===== src/design/tpawr_pkg.sv =====
// package for the temporal pixel average block: payload structs, accumulator entry,
// function codes and the reciprocal table used by the rounding divider
// no dependencies
`timescale 1ns / 1ps

package tpawr_pkg;

    localparam int NEIGHBOURS_EACH_SIDE = 4;
    localparam int COUNT_LIMIT_INT      = 2 * NEIGHBOURS_EACH_SIDE + 1;
    localparam int COUNT_W              = $clog2(COUNT_LIMIT_INT + 1);
    localparam int SUM_W                = 8 + COUNT_W;
    localparam int INDEX_W              = 16;
    localparam int RECIP_SHIFT          = 16;
    localparam int RECIP_W              = RECIP_SHIFT + 1;
    localparam int PROD_W               = SUM_W + RECIP_W;

    localparam logic [COUNT_W-1:0] COUNT_LIMIT     = COUNT_W'(COUNT_LIMIT_INT);
    localparam logic [7:0]         RESET_THRESHOLD = 8'd40;

    typedef enum logic [1:0] {
        FUNC_BEGIN  = 2'd0,
        FUNC_ADD    = 2'd1,
        FUNC_FINISH = 2'd2
    } func_t;

    typedef struct packed {
        logic [1:0]         func;
        logic [INDEX_W-1:0] pixel_index;
        logic [7:0]         ref_blue;
        logic [7:0]         ref_green;
        logic [7:0]         ref_red;
        logic [7:0]         cand_blue;
        logic [7:0]         cand_green;
        logic [7:0]         cand_red;
    } tpawr_in_t;

    typedef struct packed {
        logic [INDEX_W-1:0] out_index;
        logic [7:0]         out_blue;
        logic [7:0]         out_green;
        logic [7:0]         out_red;
    } tpawr_out_t;

    typedef struct packed {
        logic [SUM_W-1:0]   sum_blue;
        logic [SUM_W-1:0]   sum_green;
        logic [SUM_W-1:0]   sum_red;
        logic [COUNT_W-1:0] count;
    } acc_entry_t;

    typedef struct packed {
        logic [INDEX_W-1:0] index;
        acc_entry_t         entry;
    } div_req_t;

    // ceil(2^16 / count); exact floor for sums below 2^16 / 9
    function automatic logic [RECIP_W-1:0] recip(input logic [COUNT_W-1:0] count);
        logic [RECIP_W-1:0] r;
        unique case (count)
            4'd1:    r = 17'd65536;
            4'd2:    r = 17'd32768;
            4'd3:    r = 17'd21846;
            4'd4:    r = 17'd16384;
            4'd5:    r = 17'd13108;
            4'd6:    r = 17'd10923;
            4'd7:    r = 17'd9363;
            4'd8:    r = 17'd8192;
            4'd9:    r = 17'd7282;
            default: r = '0;
        endcase
        return r;
    endfunction

endpackage


===== src/design/tpawr_rdiv.sv =====
// rounding divider pipeline: sum / count per channel, round half to even, saturate
// to 8 bits; reciprocal multiply, remainder correction, output register
// depends on tpawr_pkg
`timescale 1ns / 1ps

module tpawr_rdiv
    import tpawr_pkg::*;
(
    input  logic       aclk,
    input  logic       aresetn,
    input  logic       in_valid,
    output logic       in_ready,
    input  div_req_t   in_req,
    output logic       m_valid,
    input  logic       m_ready,
    output tpawr_out_t m_data
);

    // multiply stage
    logic     mul_valid_reg;
    div_req_t mul_req_reg;
    logic     mul_ready;

    // correction stage
    logic               cor_valid_reg;
    div_req_t           cor_req_reg;
    logic [SUM_W-1:0]   cor_q_blue_reg;
    logic [SUM_W-1:0]   cor_q_green_reg;
    logic [SUM_W-1:0]   cor_q_red_reg;
    logic               cor_ready;

    logic       out_valid_reg;
    tpawr_out_t out_data_reg;
    tpawr_out_t out_data_next;
    logic       out_ready;

    logic [RECIP_W-1:0] rcp;
    logic [PROD_W-1:0]  prod_blue;
    logic [PROD_W-1:0]  prod_green;
    logic [PROD_W-1:0]  prod_red;

    function automatic logic [7:0] round_chan(input logic [SUM_W-1:0]   sum,
                                              input logic [SUM_W-1:0]   q,
                                              input logic [COUNT_W-1:0] count);
        logic [SUM_W+COUNT_W-1:0] qc;
        logic [SUM_W+COUNT_W-1:0] diff;
        logic [COUNT_W:0]         rem2;
        logic                     up;
        logic [SUM_W:0]           qr;
        logic [7:0]               res;
        qc   = q * count;
        diff = {{COUNT_W{1'b0}}, sum} - qc;
        rem2 = {diff[COUNT_W-1:0], 1'b0};
        up   = (rem2 > {1'b0, count}) || ((rem2 == {1'b0, count}) && q[0]);
        qr   = {1'b0, q} + {{SUM_W{1'b0}}, up};
        if (count == '0) begin
            res = 8'd0;
        end else if (qr > (SUM_W+1)'(255)) begin
            res = 8'd255;
        end else begin
            res = qr[7:0];
        end
        return res;
    endfunction

    assign out_ready = !out_valid_reg || m_ready;
    assign cor_ready = !cor_valid_reg || out_ready;
    assign mul_ready = !mul_valid_reg || cor_ready;
    assign in_ready  = mul_ready;

    assign rcp        = recip(mul_req_reg.entry.count);
    assign prod_blue  = mul_req_reg.entry.sum_blue * rcp;
    assign prod_green = mul_req_reg.entry.sum_green * rcp;
    assign prod_red   = mul_req_reg.entry.sum_red * rcp;

    always_comb begin
        out_data_next.out_index = cor_req_reg.index;
        out_data_next.out_blue  = round_chan(cor_req_reg.entry.sum_blue, cor_q_blue_reg,
                                             cor_req_reg.entry.count);
        out_data_next.out_green = round_chan(cor_req_reg.entry.sum_green, cor_q_green_reg,
                                             cor_req_reg.entry.count);
        out_data_next.out_red   = round_chan(cor_req_reg.entry.sum_red, cor_q_red_reg,
                                             cor_req_reg.entry.count);
    end

    always_ff @(posedge aclk) begin
        if (!aresetn) begin
            mul_valid_reg <= 1'b0;
            cor_valid_reg <= 1'b0;
            out_valid_reg <= 1'b0;
        end else begin
            if (mul_ready) begin
                mul_valid_reg <= in_valid;
            end
            if (cor_ready) begin
                cor_valid_reg <= mul_valid_reg;
            end
            if (out_ready) begin
                out_valid_reg <= cor_valid_reg;
            end
        end
    end

    always_ff @(posedge aclk) begin
        if (mul_ready && in_valid) begin
            mul_req_reg <= in_req;
        end
        if (cor_ready && mul_valid_reg) begin
            cor_req_reg     <= mul_req_reg;
            cor_q_blue_reg  <= prod_blue[RECIP_SHIFT +: SUM_W];
            cor_q_green_reg <= prod_green[RECIP_SHIFT +: SUM_W];
            cor_q_red_reg   <= prod_red[RECIP_SHIFT +: SUM_W];
        end
        if (out_ready && cor_valid_reg) begin
            out_data_reg <= out_data_next;
        end
    end

    assign m_valid = out_valid_reg;
    assign m_data  = out_data_reg;

endmodule


===== config.mk =====
export PLATFORM = sky130hd
export DESIGN_NAME = tpawr_rdiv
export DESIGN_NICKNAME = d
export VERILOG_FILES = /design/src/design/tpawr_pkg.sv /design/src/design/tpawr_rdiv.sv
export SDC_FILE = /design/constraint.sdc
export NUM_CORES = 1
export LEC_CHECK = 0
export BUFFER_PORTS_ARGS = -buffer_cell sky130_fd_sc_hd__buf_2
export CAP_MARGIN = 20
export CORE_MARGIN = 3
export CORE_UTILIZATION = 50
export DETAILED_ROUTE_END_ITERATION = 10
export PLACE_DENSITY = 0.67
export SYNTH_ARGS = -nofsm -noshare
export SYNTH_HDL_FRONTEND = slang
export SYNTH_SLANG_ARGS = --single-unit

===== constraint.sdc =====
create_clock -name aclk -period 6.51 [get_ports aclk]
set_clock_uncertainty 0.15 [all_clocks]
set_input_delay 0.651 -clock aclk [delete_from_list [all_inputs] [get_ports aclk]]
set_output_delay 0.651 -clock aclk [all_outputs]
set_load 0.02 [all_outputs]

==> Flow_metrics.wiki, run 1 <==
{| class="wikitable"
! Metric !! Value
|-
| Wire length of the first global-routing pass || 98460 um
|-
| CP max-delay cell || sky130_fd_sc_hd__dfxtp_1
|-
| Fraction of final layout cells with drive strength greater than 1 || 0.08110
|-
| Critical path launch point type || flop
|-
| Synthesized netlist cell count || ~2600
|-
| RSZ-0062 raised after global routing || false
|-
| Total of warnings raised by yosys || 0
|-
| Yosys reg bits || roughly 180
|-
| Core Rows || slightly above 80
|-
| Number of synthesized flops with an enable pin || around 160
|-
| Pin count of the biggest net entering global routing || between 50 and 60
|-
| Final-report hold violation count || 0
|-
| Area taken by flip-flops and latches || about 5300 um2
|-
| Via count of the routed design || approximately 17000
|-
| Total power divided by cell area || roughly 240 nW/um2
|-
| Top Ports || 102
|-
| Nets@finish || ~3400
|-
| Type of element capturing the critical path || flop
|-
| Peak fanout along the critical path || 16
|-
| Count of antenna diodes in the layout || 0
|-
| CP dominant cell by count || sky130_fd_sc_hd__fa_1
|-
| Setup-violating endpoint count in the final report || 0
|-
| Critical Path Max Stage Delay || about 0.84 ns
|-
| Total CTS buffers || 17
|-
| Final cell utilization of the core || 0.5521
|-
| Number of hold buffers added after cts || 0
|-
| Category of the most critical setup path || reg2reg
|-
| Cts repair resizes || 0
|-
| Total instance count after detailed placement || between 3000 and 4000
|-
| Fraction of the yosys area taken by sequential cells || 0.2110
|-
| Violation count after the first detailed-route iteration || around 900
|-
| Insertion delay to the later sink of the worst-skew pair || 0.49 ns
|-
| Final period utilization || 0.9565
|-
| Transition time at the pin with the least slew margin || roughly 0.9 ns
|-
| Drt wl/cell || approximately 18 um
|-
| Root Buffer Master || sky130_fd_sc_hd__clkbuf_16
|-
| Register clock-pin slew on the reported worst setup and hold paths || about 0.080 ns
|-
| Worst IR drop on VDD || just under 0.2 mV
|-
| Layout fillers || about 4300
|-
| GRT Overall Usage || 0.2406
|-
| Run status || completed
|-
| Number of post-CTS setup repair buffers || 0
|-
| Initial DRT Pass Iterations || 5
|-
| P_leak || 13.37 nW
|-
| Number of flip-flops in the largest register || 56
|-
| Number of maximum-capacitance violations || 0
|-
| Detail Placement HPWL || a little under 50000 um
|-
| Aggregate negative setup slack || 0 ns
|-
| Worst hold slack || approximately 0.18 ns
|-
| Total congestion overflow || 0
|-
| Core area || slightly below 50000 um2
|-
| Main synth FF type || sky130_fd_sc_hd__edfxtp_1
|-
| Netlist cell types || between 60 and 70
|-
| Worst hold path class || in2reg
|-
| Number of antenna violations at the first check in global routing || 0
|-
| Post-route cell area || 27190 um2
|-
| Placer congestion estimate || 0.8986
|-
| Total power consumption of the routed design || 6.661 mW
|-
| Number of antenna-violating nets in the routed design || 0
|-
| Initial Util || 0.5086
|-
| Worst slack at placement || approximately 0.38 ns
|-
| Synthesized area || ~25000 um2
|-
| Number of H-tree levels || 4
|-
| Vertical die dimension || between 200 and 250 um
|-
| Worst slew margin relative to its limit || 0.3917
|-
| Highest achievable clock rate || between 150 and 200 MHz
|-
| Width of the die || roughly 230 um
|-
| Required @ worst endpoint || approximately 6.6 ns
|-
| Clock tree from TritonCTS || yes
|-
| Crit-path cells || nand2_1, fa_1, inv_1, fa_1, fa_1, fa_1, inv_1, fa_1, inv_1, ha_1, a211o_1, a21oi_1, o211ai_1, o21ai_1, a211o_1, a21boi_1, o311ai_0
|-
| Non-filler cells, final || 3315
|-
| Footprint of the multi-input gates || between 15000 and 20000 um2
|-
| Total count of max-transition violations in the final report || 0
|-
| Layout Area Growth over Synthesis || 8.546%
|-
| Net count after synthesis || around 3300
|-
| Least setup slack across all paths after layout || between 0.2 and 0.3 ns
|-
| DRC violations left || 0
|-
| Share of synthesized flip-flops with an asynchronous set or reset || 0
|-
| Post-Place Cell Area || 26540 um2
|-
| Average cell area after synthesis || just under 10 um2
|-
| Period minus WS final || around 6.2 ns
|-
| Die area || 52820 um2
|-
| IO Port Bufs || slightly above 100
|-
| Wire length after detailed routing || 59470 um
|-
| Number of global-route vias before repair || 18640
|-
| Maximum clock insertion buffer count || 2
|-
| Clock sink count || 182
|-
| Data arrival at the endpoint of the critical path || 6.30 ns
|-
| Per-cell via count in the routed design || 5.195
|}
-- cells in the mapped netlist, types with 7 or more instances --
library cell | count | area [um2]
sky130_fd_sc_hd__xnor2_1 | 66 | 578.1
sky130_fd_sc_hd__a211oi_1 | 10 | 75.07
sky130_fd_sc_hd__ha_1 | 214 | 2678
sky130_fd_sc_hd__nor2_1 | 37 | 138.9
sky130_fd_sc_hd__edfxtp_1 | 164 | 4925
sky130_fd_sc_hd__nand2_1 | 432 | 1622
sky130_fd_sc_hd__nor3_1 | 11 | 55.05
sky130_fd_sc_hd__a21o_1 | 18 | 135.1
sky130_fd_sc_hd__o211ai_1 | 9 | 67.56
sky130_fd_sc_hd__and2_1 | 180 | 1126
sky130_fd_sc_hd__nand3_1 | 24 | 120.1
sky130_fd_sc_hd__dfxtp_1 | 18 | 360.4
sky130_fd_sc_hd__inv_1 | 620 | 2327
sky130_fd_sc_hd__a31oi_1 | 8 | 50.05
sky130_fd_sc_hd__clkbuf_1 | 97 | 364.1
sky130_fd_sc_hd__o21ai_0 | 21 | 105.1
sky130_fd_sc_hd__o21a_1 | 8 | 60.06
sky130_fd_sc_hd__fa_1 | 453 | 9069
sky130_fd_sc_hd__o21ai_1 | 7 | 35.03
sky130_fd_sc_hd__a21oi_1 | 58 | 290.3
sky130_fd_sc_hd__xor2_1 | 21 | 183.9
-- where the power goes --
part	internal (mW)	leakage, nW	switching (mW)
combinational	1.67	11.4	2.17
sequential	1.47	1.69	0.210
clock	0.543	0.311	0.601
total	3.68	13.4	2.98
-- layout by cell type, fill, tap and decap left out, types with 9 or more instances in the layout --
| master | instances |
|---|---|
| sky130_fd_sc_hd__and2_1 | 180 |
| sky130_fd_sc_hd__xor2_1 | 21 |
| sky130_fd_sc_hd__clkbuf_16 | 17 |
| sky130_fd_sc_hd__a21oi_1 | 58 |
| sky130_fd_sc_hd__a211oi_1 | 10 |
| sky130_fd_sc_hd__fa_1 | 453 |
| sky130_fd_sc_hd__inv_1 | 619 |
| sky130_fd_sc_hd__buf_4 | 57 |
| sky130_fd_sc_hd__dfxtp_1 | 18 |
| sky130_fd_sc_hd__nand3_1 | 24 |
| sky130_fd_sc_hd__nand2_1 | 432 |
| sky130_fd_sc_hd__xnor2_1 | 66 |
| sky130_fd_sc_hd__nor3_1 | 11 |
| sky130_fd_sc_hd__ha_1 | 214 |
| sky130_fd_sc_hd__o21ai_0 | 21 |
| sky130_fd_sc_hd__edfxtp_1 | 164 |
| sky130_fd_sc_hd__nor2_1 | 37 |
| sky130_fd_sc_hd__buf_2 | 101 |
| sky130_fd_sc_hd__a21o_1 | 18 |
| sky130_fd_sc_hd__o211ai_1 | 9 |
-- final cells by class --
class	count	share of cell area
timing repair buffer	162	0.03727
sequential	182	0.1944
clock buffer	17	0.01565
multi-input combinational	1655	0.6284
tap	664	0.03055
inverter	620	0.08559
clock inverter	15	0.008191
-- worst max-delay path, delay by kind of cell (launching register included) --
family	cells	cell delay [ns]
adder cells (fa/ha/maj)	6	2.79
AO/OA/AOI/OAI	7	1.84
flip-flops	1	0.84
AND/OR/NAND/NOR	1	0.18
buffers and inverters	3	0.15
-- cell families (layout without fill, tap and decap cells) --
logic type,after synthesis,in the layout,share of synthesized area
AND/OR/NAND/NOR,725,725,0.1346
buffers and inverters,720,814,0.1079
adder cells (fa/ha/maj),667,667,0.4689
flip-flops,182,182,0.2110
AO/OA/AOI/OAI,170,170,0.04470
XOR/XNOR,87,87,0.03042
multiplexers,6,6,0.002497
-- worst paths after layout --
| check | slack [ns] | from | end | cells past startpoint |
|---|---|---|---|---|
| max | 0.28 | rcp[6] | cor_q_red_reg[8] | 17 |
| min | 0.18 | in_req[42] | mul_req_reg[42] | 1 |
| max reg2reg | 0.28 | rcp[6] | cor_q_red_reg[8] | 17 |
| min reg2reg | 0.27 | cor_req_reg[51] | m_data[35] | 0 |
-- layer usage --
metal	routed length, um	global-route usage
met2	28870	0.4020
met1	24600	0.3068
met5	0	0
met3	3180	0.04262
met4	2818	0.1117
Note: power is estimated with default switching activity, not from simulation.
==> run 2, diff against run 1 <==
--- a/config.mk
+++ b/config.mk
@@ -9,8 +9,11 @@
 export CAP_MARGIN = 20
 export CORE_MARGIN = 3
 export CORE_UTILIZATION = 50
+export CTS_CLUSTER_DIAMETER = 40
 export DETAILED_ROUTE_END_ITERATION = 10
 export PLACE_DENSITY = 0.67
+export REMOVE_ABC_BUFFERS = 1
 export SYNTH_ARGS = -nofsm -noshare
 export SYNTH_HDL_FRONTEND = slang
 export SYNTH_SLANG_ARGS = --single-unit
+export TNS_END_PERCENT = 20
==> Flow_metrics.wiki, run 2 (synthesis gave the netlist of run 1 again) <==
{| class="wikitable"
! Metric !! Value
|-
| Run status || completed
|-
| P_leak || 13.32 nW
|-
| Worst IR drop on VDD || around 0.21 mV
|-
| Total power divided by cell area || approximately 250 nW/um2
|-
| Clock share of power || 0.156
|-
| Final period utilization || 0.9430
|-
| Layout Area Growth over Synthesis || 8.151%
|-
| Nets@finish || roughly 3400
|-
| Die area || around 53000 um2
|-
| Clock sink count || about 180
|-
| Via count of the routed design || about 17000
|-
| Worst hold slack || roughly 0.19 ns
|-
| Period minus WS final || ~6.1 ns
|-
| Initial DRT Pass Iterations || 5
|-
| Category of the most critical setup path || reg2reg
|-
| Worst slew margin relative to its limit || 0.3816
|-
| Drt wl/cell || ~18 um
|-
| Seq pwr share || 0.257
|-
| Setup-violating endpoint count in the final report || 0
|-
| Cell internal pwr || between 3 and 4 mW
|-
| Aggregate negative setup slack || 0 ns
|-
| Clock tree from TritonCTS || yes
|-
| Final-report hold violation count || 0
|-
| Number of flip-flops in the largest register || 56
|-
| Root Buffer Master || sky130_fd_sc_hd__clkbuf_16
|-
| CP max-delay cell || sky130_fd_sc_hd__edfxtp_1
|-
| Worst hold path class || in2reg
|-
| Wire length after detailed routing || approximately 60000 um
|-
| Required @ worst endpoint || 6.58 ns
|-
| Worst slack at placement || about 0.3 ns
|-
| Core Rows || just over 80
|-
| CP dominant cell by count || sky130_fd_sc_hd__fa_1
|-
| Placer congestion estimate || 0.9322
|-
| Number of H-tree levels || 4
|-
| Core area || between 40000 and 50000 um2
|-
| Data arrival at the endpoint of the critical path || 6.21 ns
|-
| Combinational share of power || 0.587
|-
| Violation count after the first detailed-route iteration || approximately 980
|-
| Crit-path cells || and2_1, fa_1, inv_1, fa_1, inv_1, fa_1, fa_1, inv_1, fa_1, inv_1, ha_1, a211o_1, a21oi_1, o211ai_1, o21ai_1, a211o_1, a21boi_1, o311ai_0
|-
| GRT Overall Usage || 0.2437
|-
| Critical Path Max Stage Delay || about 0.69 ns
|-
| Width of the die || 229.8 um
|-
| Top Ports || about 100
|-
| Fraction of final layout cells with drive strength greater than 1 || 0.08082
|-
| Post-route cell area || roughly 27000 um2
|-
| Wire length of the first global-routing pass || 100900 um
|-
| DRC violations left || 0
|-
| Least setup slack across all paths after layout || 0.3713 ns
|-
| Vertical die dimension || 229.8 um
|-
| Per-cell via count in the routed design || 5.243
|-
| Initial Util || 0.5086
|-
| IO Port Bufs || between 100 and 150
|-
| Insertion delay to the later sink of the worst-skew pair || ~0.48 ns
|-
| Transition time at the pin with the least slew margin || between 0.9 and 1 ns
|-
| Number of antenna-violating nets in the routed design || 0
|-
| Commonest cells after routing, fill and taps aside || sky130_fd_sc_hd__inv_1, sky130_fd_sc_hd__fa_1, sky130_fd_sc_hd__nand2_1
|-
| RSZ-0062 raised after global routing || false
|-
| Switching share of total power || 0.4513
|-
| Critical path launch point type || flop
|-
| Net switching power || approximately 3.0 mW
|-
| Post-Place Cell Area || between 20000 and 30000 um2
|-
| Number of hold buffers added after cts || 0
|-
| Maximum clock insertion buffer count || 2
|-
| Type of element capturing the critical path || flop
|-
| Total count of max-transition violations in the final report || 0
|-
| Number of maximum-capacitance violations || 0
|-
| Most frequent standard cell in the layout excluding fill and tap cells || sky130_fd_sc_hd__inv_1
|-
| Reg2Reg Setup Slack || roughly 0.37 ns
|-
| Highest achievable clock rate || around 160 MHz
|-
| Total CTS buffers || 17
|-
| Pin count of the biggest net entering global routing || 57
|-
| Total congestion overflow || 0
|-
| Number of global-route vias before repair || about 19000
|-
| Number of antenna violations at the first check in global routing || 1
|-
| Detail Placement HPWL || between 40000 and 50000 um
|-
| Peak fanout along the critical path || 15
|-
| Register clock-pin slew on the reported worst setup and hold paths || around 0.080 ns
|}
## run 2: cell count changes in the layout (fill, tap and decap cells not counted), moves of 2 or more
| cell | change |
|---|---|
| sky130_fd_sc_hd__buf_12 | -2 |
| sky130_fd_sc_hd__clkinv_4 | +2 |
| sky130_fd_sc_hd__clkinv_8 | -2 |
| sky130_fd_sc_hd__dfxtp_1 | -2 |
| sky130_fd_sc_hd__dfxtp_2 | +2 |
| sky130_fd_sc_hd__inv_12 | -4 |
| sky130_fd_sc_hd__inv_6 | +2 |
## run 2: worst paths after layout
kind | from | end | cells after the start
max | mul_req_reg[8] | cor_q_red_reg[8] | 18
min | in_req[32] | mul_req_reg[32] | 1
max reg2reg | mul_req_reg[8] | cor_q_red_reg[8] | 18
min reg2reg | mul_req_reg[41] | cor_req_reg[41] | 0
## run 2: metrics by stage
stage | power, mW | cells | utilization
2_1_floorplan | 4.512 | 2457 | -
3_5_place_dp | 5.624 | 3280 | 0.5377
3_3_place_gp | 5.484 | 3280 | 0.5377
6_report | 6.680 | 3313 | 0.5500
5_1_grt | 7.383 | 3313 | 0.5500
4_1_cts | 6.729 | 3311 | 0.5495
## run 2: timing repair
item                                   CTS  global route
resized for setup                        0             2
endpoints found under the hold margin    0             0
setup endpoints to repair                0             6
buffers inserted                         0             1
## run 2: final cells by class
type                    instances  area, um2
repair buffers                160      973.4
fillers                      4372      22160
well taps                     664      830.8
clock buffers                  17      425.4
flip-flops and latches        182       5288
clock inverters                14      158.9
diodes                          1      2.502
inverters                     620       2327
multi-input cells            1655      17090
## run 2: power groups by stage
| stage | Clock (mW) | Sequential (mW) | Combinational (mW) |
|---|---|---|---|
| 3_5_place_dp | 0 | 1.74 | 3.89 |
| 2_1_floorplan | 0 | 1.67 | 2.84 |
| 4_1_cts | 1.07 | 1.72 | 3.94 |
| 3_3_place_gp | 0 | 1.73 | 3.75 |
| 5_1_grt | 1.11 | 1.74 | 4.53 |
| 6_report | 1.04 | 1.72 | 3.92 |
## run 2: routing by layer
layer	track usage	routed length [um]	vias up	part of all wire
met5	0	0	-	0
li1	-	-	7864	-
met3	0.04571	3792	108	0.062
met4	0.06528	1467	0	0.024
met2	0.4161	30150	529	0.50
met1	0.3214	25370	8868	0.42
## run 2: worst max-delay path, delay by kind of cell, from the launching register on
| family | cells | cell delay [ns] |
|---|---|---|
| buffers and inverters | 4 | 0.20 |
| AO/OA/AOI/OAI | 7 | 1.79 |
| AND/OR/NAND/NOR | 1 | 0.30 |
| flip-flops | 1 | 0.69 |
| adder cells (fa/ha/maj) | 6 | 2.75 |
